[src/assert_macros.svh]
// Assertion macros, included by the list's top level.
`ifndef ASSERT_MACROS_SVH
`define ASSERT_MACROS_SVH

`ifndef SYNTHESIS
// Property holds at every clock edge outside reset.
`define ASSERT_ALWAYS(lbl, clk, rst_n, expr) \
  lbl: assert property (@(posedge clk) disable iff (!rst_n) (expr)) \
    else $error("assertion failed");
// Antecedent implies consequent in the same cycle.
`define ASSERT_IMPL(lbl, clk, rst_n, ante, cons) \
  lbl: assert property (@(posedge clk) disable iff (!rst_n) (ante) |-> (cons)) \
    else $error("assertion failed");
// Antecedent implies consequent in the next cycle.
`define ASSERT_NEXT(lbl, clk, rst_n, ante, cons) \
  lbl: assert property (@(posedge clk) disable iff (!rst_n) (ante) |=> (cons)) \
    else $error("assertion failed");
`else
`define ASSERT_ALWAYS(lbl, clk, rst_n, expr)
`define ASSERT_IMPL(lbl, clk, rst_n, ante, cons)
`define ASSERT_NEXT(lbl, clk, rst_n, ante, cons)
`endif

`endif

[src/sclv_pkg.sv]
// Types and codes for the sorted counted value list.
package sclv_pkg;

  localparam logic CMD_INSERT = 1'b0;
  localparam logic CMD_LOOKUP = 1'b1;

  localparam logic STATUS_OK   = 1'b0;
  localparam logic STATUS_FULL = 1'b1;

  localparam int unsigned TOTAL_BITS = 5;

  typedef struct packed {
    logic               cmd;
    logic signed [31:0] value;
  } in_item_t;

  typedef struct packed {
    logic                  found;
    logic [TOTAL_BITS-1:0] entry_total;
    logic                  status;
  } out_item_t;

  // Broadcast from the top level to every cell.
  typedef struct packed {
    logic               ins_new;  // place a new value (not found, not full)
    logic               ins_inc;  // bump the count of the matching cell
    logic signed [31:0] value;
  } cell_ctl_t;

endpackage

[src/sclv_cell.sv]
// One cell of the sorted list: holds a value, its count and a valid flag.
module sclv_cell #(
  parameter int unsigned COUNT_BITS = 16
) (
  input  logic                    clk_i,
  input  logic                    rst_ni,
  input  sclv_pkg::cell_ctl_t     ctl_i,
  input  logic signed [31:0]      left_value_i,
  input  logic [COUNT_BITS-1:0]   left_count_i,
  input  logic                    left_valid_i,
  input  logic                    left_gt_i,
  output logic signed [31:0]      value_o,
  output logic [COUNT_BITS-1:0]   count_o,
  output logic                    valid_o,
  output logic                    gt_o,
  output logic                    match_o
);
  import sclv_pkg::*;

  logic signed [31:0]    value_q, value_d;
  logic [COUNT_BITS-1:0] count_q, count_d;
  logic                  valid_q, valid_d;

  // Empty cells count as larger, so the insert point is the first "gt" cell.
  assign gt_o    = !valid_q || (value_q > ctl_i.value);
  assign match_o = valid_q && (value_q == ctl_i.value);

  always_comb begin
    value_d = value_q;
    count_d = count_q;
    valid_d = valid_q;
    if (ctl_i.ins_new) begin
      if (left_gt_i) begin
        value_d = left_value_i;
        count_d = left_count_i;
        valid_d = left_valid_i;
      end else if (gt_o) begin
        value_d = ctl_i.value;
        count_d = COUNT_BITS'(1);
        valid_d = 1'b1;
      end
    end else if (ctl_i.ins_inc && match_o && (count_q != '1)) begin
      count_d = count_q + COUNT_BITS'(1);
    end
  end

  always_ff @(posedge clk_i or negedge rst_ni) begin
    if (!rst_ni) begin
      valid_q <= 1'b0;
    end else begin
      valid_q <= valid_d;
    end
  end

  always_ff @(posedge clk_i) begin
    value_q <= value_d;
    count_q <= count_d;
  end

  assign value_o = value_q;
  assign count_o = count_q;
  assign valid_o = valid_q;

endmodule

[src/sorted_counted_value_list.sv]
// Sorted counted value list: a row of compare-and-shift cells.
// The result is registered as the item is accepted.
// Throughput: 1 item per cycle while the output is taken; one cell-row compare plus a match OR per item.
// The output register frees as the result is taken, so input and output overlap.
// Reset (async, active low) empties the list at once; no clearing pass.
module sorted_counted_value_list #(
  parameter int unsigned CAPACITY   = 16,
  parameter int unsigned COUNT_BITS = 16
) (
  input  logic                 clk_i,
  input  logic                 rst_ni,
  input  logic                 in_valid_i,
  output logic                 in_ready_o,
  input  sclv_pkg::in_item_t   in_item_i,
  output logic                 out_valid_o,
  input  logic                 out_ready_i,
  output sclv_pkg::out_item_t  out_item_o
);
  import sclv_pkg::*;

  `include "assert_macros.svh"

  localparam int unsigned UW = $clog2(CAPACITY + 1);

  logic signed [31:0]    cell_value [CAPACITY];
  logic [COUNT_BITS-1:0] cell_count [CAPACITY];
  logic [CAPACITY-1:0]   cell_valid;
  logic [CAPACITY-1:0]   cell_gt;
  logic [CAPACITY-1:0]   cell_match;

  cell_ctl_t   ctl;
  logic        in_fire;
  logic        is_insert;
  logic        found;
  logic        full;
  logic [UW-1:0]   used_q, used_d;
  logic [UW+TOTAL_BITS-1:0] used_wide;
  out_item_t   out_q, out_d;
  logic        out_valid_q;

  assign in_ready_o = !out_valid_q || out_ready_i;
  assign in_fire    = in_valid_i && in_ready_o;
  assign is_insert  = (in_item_i.cmd == CMD_INSERT);
  assign found      = |cell_match;
  assign full       = (used_q == UW'(CAPACITY));

  assign ctl.value   = in_item_i.value;
  assign ctl.ins_new = in_fire && is_insert && !found && !full;
  assign ctl.ins_inc = in_fire && is_insert && found;

  for (genvar i = 0; i < CAPACITY; i++) begin : g_cell
    if (i == 0) begin : g_head
      sclv_cell #(.COUNT_BITS(COUNT_BITS)) u_cell (
        .clk_i        (clk_i),
        .rst_ni       (rst_ni),
        .ctl_i        (ctl),
        .left_value_i ('0),
        .left_count_i ('0),
        .left_valid_i (1'b0),
        .left_gt_i    (1'b0),
        .value_o      (cell_value[i]),
        .count_o      (cell_count[i]),
        .valid_o      (cell_valid[i]),
        .gt_o         (cell_gt[i]),
        .match_o      (cell_match[i])
      );
    end else begin : g_body
      sclv_cell #(.COUNT_BITS(COUNT_BITS)) u_cell (
        .clk_i        (clk_i),
        .rst_ni       (rst_ni),
        .ctl_i        (ctl),
        .left_value_i (cell_value[i-1]),
        .left_count_i (cell_count[i-1]),
        .left_valid_i (cell_valid[i-1]),
        .left_gt_i    (cell_gt[i-1]),
        .value_o      (cell_value[i]),
        .count_o      (cell_count[i]),
        .valid_o      (cell_valid[i]),
        .gt_o         (cell_gt[i]),
        .match_o      (cell_match[i])
      );
    end
  end

  assign used_d    = ctl.ins_new ? (used_q + UW'(1)) : used_q;
  assign used_wide = {{TOTAL_BITS{1'b0}}, used_d};

  always_comb begin
    out_d.found       = found;
    out_d.entry_total = used_wide[TOTAL_BITS-1:0];
    out_d.status      = (is_insert && !found && full) ? STATUS_FULL : STATUS_OK;
  end

  always_ff @(posedge clk_i or negedge rst_ni) begin
    if (!rst_ni) begin
      used_q      <= '0;
      out_valid_q <= 1'b0;
    end else begin
      if (in_fire) begin
        used_q <= used_d;
      end
      if (in_fire) begin
        out_valid_q <= 1'b1;
      end else if (out_ready_i) begin
        out_valid_q <= 1'b0;
      end
    end
  end

  always_ff @(posedge clk_i) begin
    if (in_fire) begin
      out_q <= out_d;
    end
  end

  assign out_valid_o = out_valid_q;
  assign out_item_o  = out_q;

  // Occupied cells form a prefix whose length is the entry count.
  `ASSERT_ALWAYS(a_used_bound, clk_i, rst_ni, used_q <= UW'(CAPACITY))
  `ASSERT_ALWAYS(a_valid_count, clk_i, rst_ni, $countones(cell_valid) == 32'(used_q))
  `ASSERT_ALWAYS(a_single_match, clk_i, rst_ni, $onehot0(cell_match))
  `ASSERT_IMPL(a_full_not_found, clk_i, rst_ni, out_valid_q, !(out_q.status && out_q.found))
  `ASSERT_NEXT(a_new_grows, clk_i, rst_ni, ctl.ins_new, used_q == $past(used_q) + UW'(1))

endmodule
[config.mk]
export PLATFORM = sky130hd
export DESIGN_NAME = sorted_counted_value_list
export DESIGN_NICKNAME = d
export VERILOG_FILES = /design/src/sclv_pkg.sv /design/src/sclv_cell.sv /design/src/sorted_counted_value_list.sv
export VERILOG_INCLUDE_DIRS = /design/src /design/src/src
export SDC_FILE = /design/constraint.sdc
export NUM_CORES = 2
export LEC_CHECK = 0
export BUFFER_PORTS_ARGS = -buffer_cell sky130_fd_sc_hd__clkbuf_2
export CORE_MARGIN = 2
export CORE_UTILIZATION = 57
export DETAILED_ROUTE_END_ITERATION = 8
export PLACE_DENSITY = 0.84
export SETUP_SLACK_MARGIN = 0.2
export SLEW_MARGIN = 20
export SYNTH_ARGS = -nofsm -noshare
export SYNTH_HDL_FRONTEND = slang
export SYNTH_SLANG_ARGS = --single-unit
[constraint.sdc]
create_clock -name clk_i -period 4.05 [get_ports clk_i]
set_input_delay 0.405 -clock clk_i [delete_from_list [all_inputs] [get_ports clk_i]]
set_output_delay 0.405 -clock clk_i [all_outputs]
set_load 0.01 [all_outputs]
# Word-level counts from Yosys, hierarchy flattened
# Index checks and enable logic that the tools add are counted.
[op_classes]
add_sub_neg = 1
magnitude_cmp = 16
mux = 64
bitwise_logic = 1
eq_ne = 17
n_reduce_logical = 91
[ops]
columns = ["operator", "count"]
rows = [
  ["$mux 32", 30],
  ["$eq 32x32->1", 16],
  ["$gt 32x32->1", 16],
  ["$mux 1", 33],
  ["$reduce_and 2->1", 16],
  ["$reduce_bool 2->1", 16],
  ["$logic_and 1x1->1", 22],
  ["$logic_not 1->1", 19],
  ["$logic_or 1x1->1", 17],
  ["$reduce_or 16->1", 1],
  ["$add 5x1->5 const B", 1],
  ["$eq 5x5->1 const B", 1],
  ["$mux 5", 1],
  ["$not 1->1", 1],
]
[totals]
register_bits = 541
inputBits = 37
wordCells = 227
output_inout_bits = 9

# Longest topological paths before layout
[depth]
depth_word = 7
mapped_depth = 13
mapped_depth_nobuf = 10

# Modules after synthesis
# From an unflattened synthesis, not the netlist that was laid out.
[hier_totals]
hier_cells = 5154
hier_area_um2 = 49661.4
[modules_own_cells]
columns = ["mod", "seq_area_each_um2", "instances", "cells_each", "area_per_inst_um2"]
rows = [
  ["sclv_cell", 1466.4, 16, 319, 3057.9],
  ["sorted_counted_value_list", 360.3, 1, 50, 734.5],
]

# Worst setup path before layout
# No wires, ideal clock.
[synth_timing]
path_type = "input-to-reg"
from = "input port in_item_i[31] (netlist bit)"
to = "register g_cell[12].g_body.u_cell.value_q[0], enable pin"
setup_slack_ns = -0.745
cell_stages = 11
path_buffers = 2
t_arrival_ns = 4.363
t_required_ns = 3.618
cell_sequence = "inv_1 clkbuf_1 ha_1 nand4_1 nor4_1 nand2_1 a31o_2 a31oi_1 o21ai_1 clkbuf_1 a21oi_1"
[synth_via]
elab_chain_len = 7
[synth_rtl]
columns = ["item", "line", "text"]
rows = [
  ["start, declared", "sorted_counted_value_list.sv:14", "input sclv_pkg::in_item_t in_item_i,"],
  ["branches (longest 6 deep; another with $gt 32x32->1)", "n/a", ""],
  ["$reduce_and 2->1 (no line) *", "n/a", ""],
  ["end signal, assigned", "sclv_cell.sv:56", "value_q <= value_d;"],
  ["end, declared", "sclv_cell.sv:20", "logic signed [31:0] value_q, value_d;"],
]
# Mark *: on every way between the ends.
# A chain may end at the register's enable or synchronous reset.

==> summary.txt <==
Clocking
  • TritonCTS Buffers: 57
  • CTS tree: yes
  • Clk sink count: 541
  • Worst-Skew Late Latency: 0.64 ns
  • CTS root buf: clkbuf_16
  • Max Root-Sink Buffers: 3
  • CTS H-tree depth: 2
  • CTS clk-pin slew, worst paths: 0.06 ns

Drt
  • Post-DR vias/cell: 6.457
  • # DRC: 0
  • Initial DRC Count: 2896
  • Via count: 25447
  • Antenna viol nets, final: 0
  • Total wire length: 92.61 mm
  • WL per Instance: about 23 µm
  • Pre-Repair DR Iteration Count: 8

Final layout
  • FILL cells: slightly above 4000
  • Area growth, synth to finish: 13.89%
  • Footprint of the multi-input gates: 16710 µm²
  • Commonest non-fill, non-tap cell in the layout: edfxtp_1
  • Antenna cells: 0
  • Design Area, Final: 38120 µm²
  • Most frequent cells in the layout: edfxtp_1, ha_1, nand2_1
  • Nets: about 3700
  • Register Area: approximately 16000 µm²
  • Layout cells sized above 1: 0.1618
  • Fin cells: 3941

Power
  • Max VDD drop: between 0.0002 and 0.0003 V
  • Final total power: between 15 and 20 mW
  • Static Leak: approximately 16 nW
  • PwrDens: approximately 460 nW/µm²

Global route
  • First-pass GRT wire length: 143.9 mm
  • Largest net degree at the start of global routing: 63
  • GRT Util Overall: 0.3060
  • Initial antenna violation count: 2
  • Vias in the first global route: 25881
  • Gr ovfl total: 0

Setup path
  • Crit-path cells: ha_1, nand4_1, nor3_1, nand4_1, o2111ai_1, nor4_1, nand4b_1, buf_4, buf_4, mux2_2
  • CP max stage delay: 0.62 ns
  • WS Path Type: reg -> reg
  • Crit path max-delay cell type: nor3_1
  • CP startpoint kind: flop
  • Setup crit end kind: flop
  • Data required, critical path: 4.43 ns
  • Worst path arrival time: between 4 and 5 ns
  • CP max FO: 16

Yosys
  • Netlist cell types: between 70 and 80
  • Post-synthesis sequential area ratio: 0.4820
  • Synth Warn #: 0
  • Syn Inst Count: 2966
  • Synthesized flop and latch total: roughly 540
  • Net Count, Synth: 3517
  • Dominant cell type by area after synthesis: edfxtp_1
  • Ys async rst share: 0.04067
  • Avg Inst Size Synth: approximately 11 µm²
  • Post-synth EDFFs: ~520
  • Cell area after synthesis: 33470 µm²
  • Synth area leaders: edfxtp_1, ha_1, mux2_2, o21ai_0, nand2_1
  • Synth top area share: 0.4656
  • Ys flop type: edfxtp_1

Timing
  • Crit path time final: 3.929 ns
  • Fin crit share: 0.9700
  • Final setup viols: 0
  • RSZ-0062 raised after global routing: true
  • Slew @ Worst Pin: around 1.1 ns
  • FMAX: ~0.25 GHz
  • Slew Limit Fails: 0
  • Layout Skew: 0.02947 ns
  • Slew HR: 0.2439
  • Setup TNS Final: 0 ns
  • Final hold violations: 0

Die
  • FP Rows: between 80 and 90
  • Total die area: 60680 µm²
  • Die width: 246.3 µm
  • Die height: between 200 and 250 µm
  • # IOs: 46
  • Initial Util: 0.5780
  • Placeable Area: 57920 µm²

Placed design
  • Placed cell area: 36080 µm²
  • DP Cell Count: about 3800
  • Detail Placement HPWL: 68.84 mm
  • Final GP Congestion: slightly below 1
  • Number of port buffers: 45

Flow run
  • Max-Cap Viols: 0

Min path
  • Hold Path Class: in -> reg

Run status
  • Status: completed
worst max-delay path, delay by kind of cell, from the launching register on:
family	cells	cell delay, ns
adder cells (fa/ha/maj)	1	0.33
AND/OR/NAND/NOR	5	1.46
AO/OA/AOI/OAI	1	0.58
multiplexers	1	0.35
buffers and inverters	2	0.53
flip-flops	1	0.40
where the power goes:
group / internal [mW] / switching [mW] / leakage, nW
combinational: 1.79 / 2.69 / 9.78
sequential: 7.11 / 0.422 / 5.05
clock: 3.22 / 2.36 / 0.949
total: 12.1 / 5.47 / 15.8
layout make-up:
type | instances | area share
inverters | 91 | 0.008960
clock inverters | 43 | 0.01267
flip-flops and latches | 541 | 0.4233
clock buffers | 64 | 0.03810
well taps | 765 | 0.02511
multi-input cells | 2215 | 0.4384
repair buffers | 222 | 0.05350
cells in the mapped netlist, types with 4 or more instances:
master	number
a2111oi_0	12
a211o_1	4
a211oi_1	16
a21o_1	82
a21oi_1	196
a221oi_1	6
and4_1	10
buf_1	5
clkbuf_1	108
dfrtp_1	22
edfxtp_1	519
ha_1	514
inv_1	91
mux2_2	173
mux2i_1	7
nand2_1	406
nand2b_1	7
nand3_1	38
nand4_1	119
nor2_1	46
nor2b_1	24
nor3_1	36
nor4_1	19
o211ai_1	15
o21a_1	18
o21ai_0	373
o21ba_2	5
o21bai_1	7
o31ai_1	10
o41ai_1	5
xor2_1	6
kinds of logic after synthesis:
family          synth area share
buf+inv                  0.02475
simple gates              0.1013
mux                      0.06175
fa+ha+maj                 0.1921
compound gates            0.1360
xor+xnor                0.002093
flops                     0.4820
path summary, 6_finish.rpt:
path	startpoint	end	slack, ns	cells after the start
setup reg to reg	g_cell[8].g_body.u_cell.value_o[31]$_DFFE_PP_	out_item_o[2]$_DFFE_PP_	0.12	10
setup / recovery	g_cell[8].g_body.u_cell.value_o[31]$_DFFE_PP_	out_item_o[2]$_DFFE_PP_	0.12	10
hold reg to reg	g_cell[15].g_body.u_cell.valid_o$_DFFE_PN0P_	g_cell[15].g_body.u_cell.valid_o$_DFFE_PN0P_	0.53	2
max in group asynchronous	rst_ni	g_cell[9].g_body.u_cell.valid_o$_DFFE_PN0P_	3.12	2
min in group asynchronous	rst_ni	g_cell[15].g_body.u_cell.valid_o$_DFFE_PN0P_	0.38	2
hold / removal	out_ready_i	out_valid_o$_DFFE_PN0P_	0.08	3
metrics by stage:
step                      worst slack, ns  utilization  hold slack (ns)
final                              0.1215       0.6582          0.07528
after global routing              0.09810       0.6582          0.08249
after CTS                          0.2528       0.6567          0.05729
after detailed placement          -0.1164       0.6229           0.5126
after global placement           -0.03217       0.6229           0.4789
after floorplan                    0.2077            -           0.1094
metal layers:
metal / part of all wire / GRT usage
met2: 0.46 / 0.4953
met5: 0 / 0
met3: 0.088 / 0.05349
met4: 0.046 / 0.1327
met1: 0.40 / 0.4055
sequential cells by signal (all words and copies together) (netlist names):
| name | cells |
|---|---|
| out_valid_o | 1 |
| g_cell.g_head.u_cell.valid_o | 1 |
| g_cell.g_head.u_cell.value_o | 32 |
| used_q | 5 |
| g_cell.g_body.u_cell.value_o | 480 |
| g_cell.g_body.u_cell.valid_o | 15 |
| out_item_o | 7 |
what timing repair did:
| item | 4_1_cts | 5_1_grt |
|---|---|---|
| gates resized for setup | 0 | 5 |
| endpoints found under the hold margin | 23 | 0 |
| endpoints found under the setup margin | 0 | 249 |
| setup buffers | 0 | 0 |
| hold buffers | 2 | 0 |
Note: power is estimated with default switching activity, not from simulation.
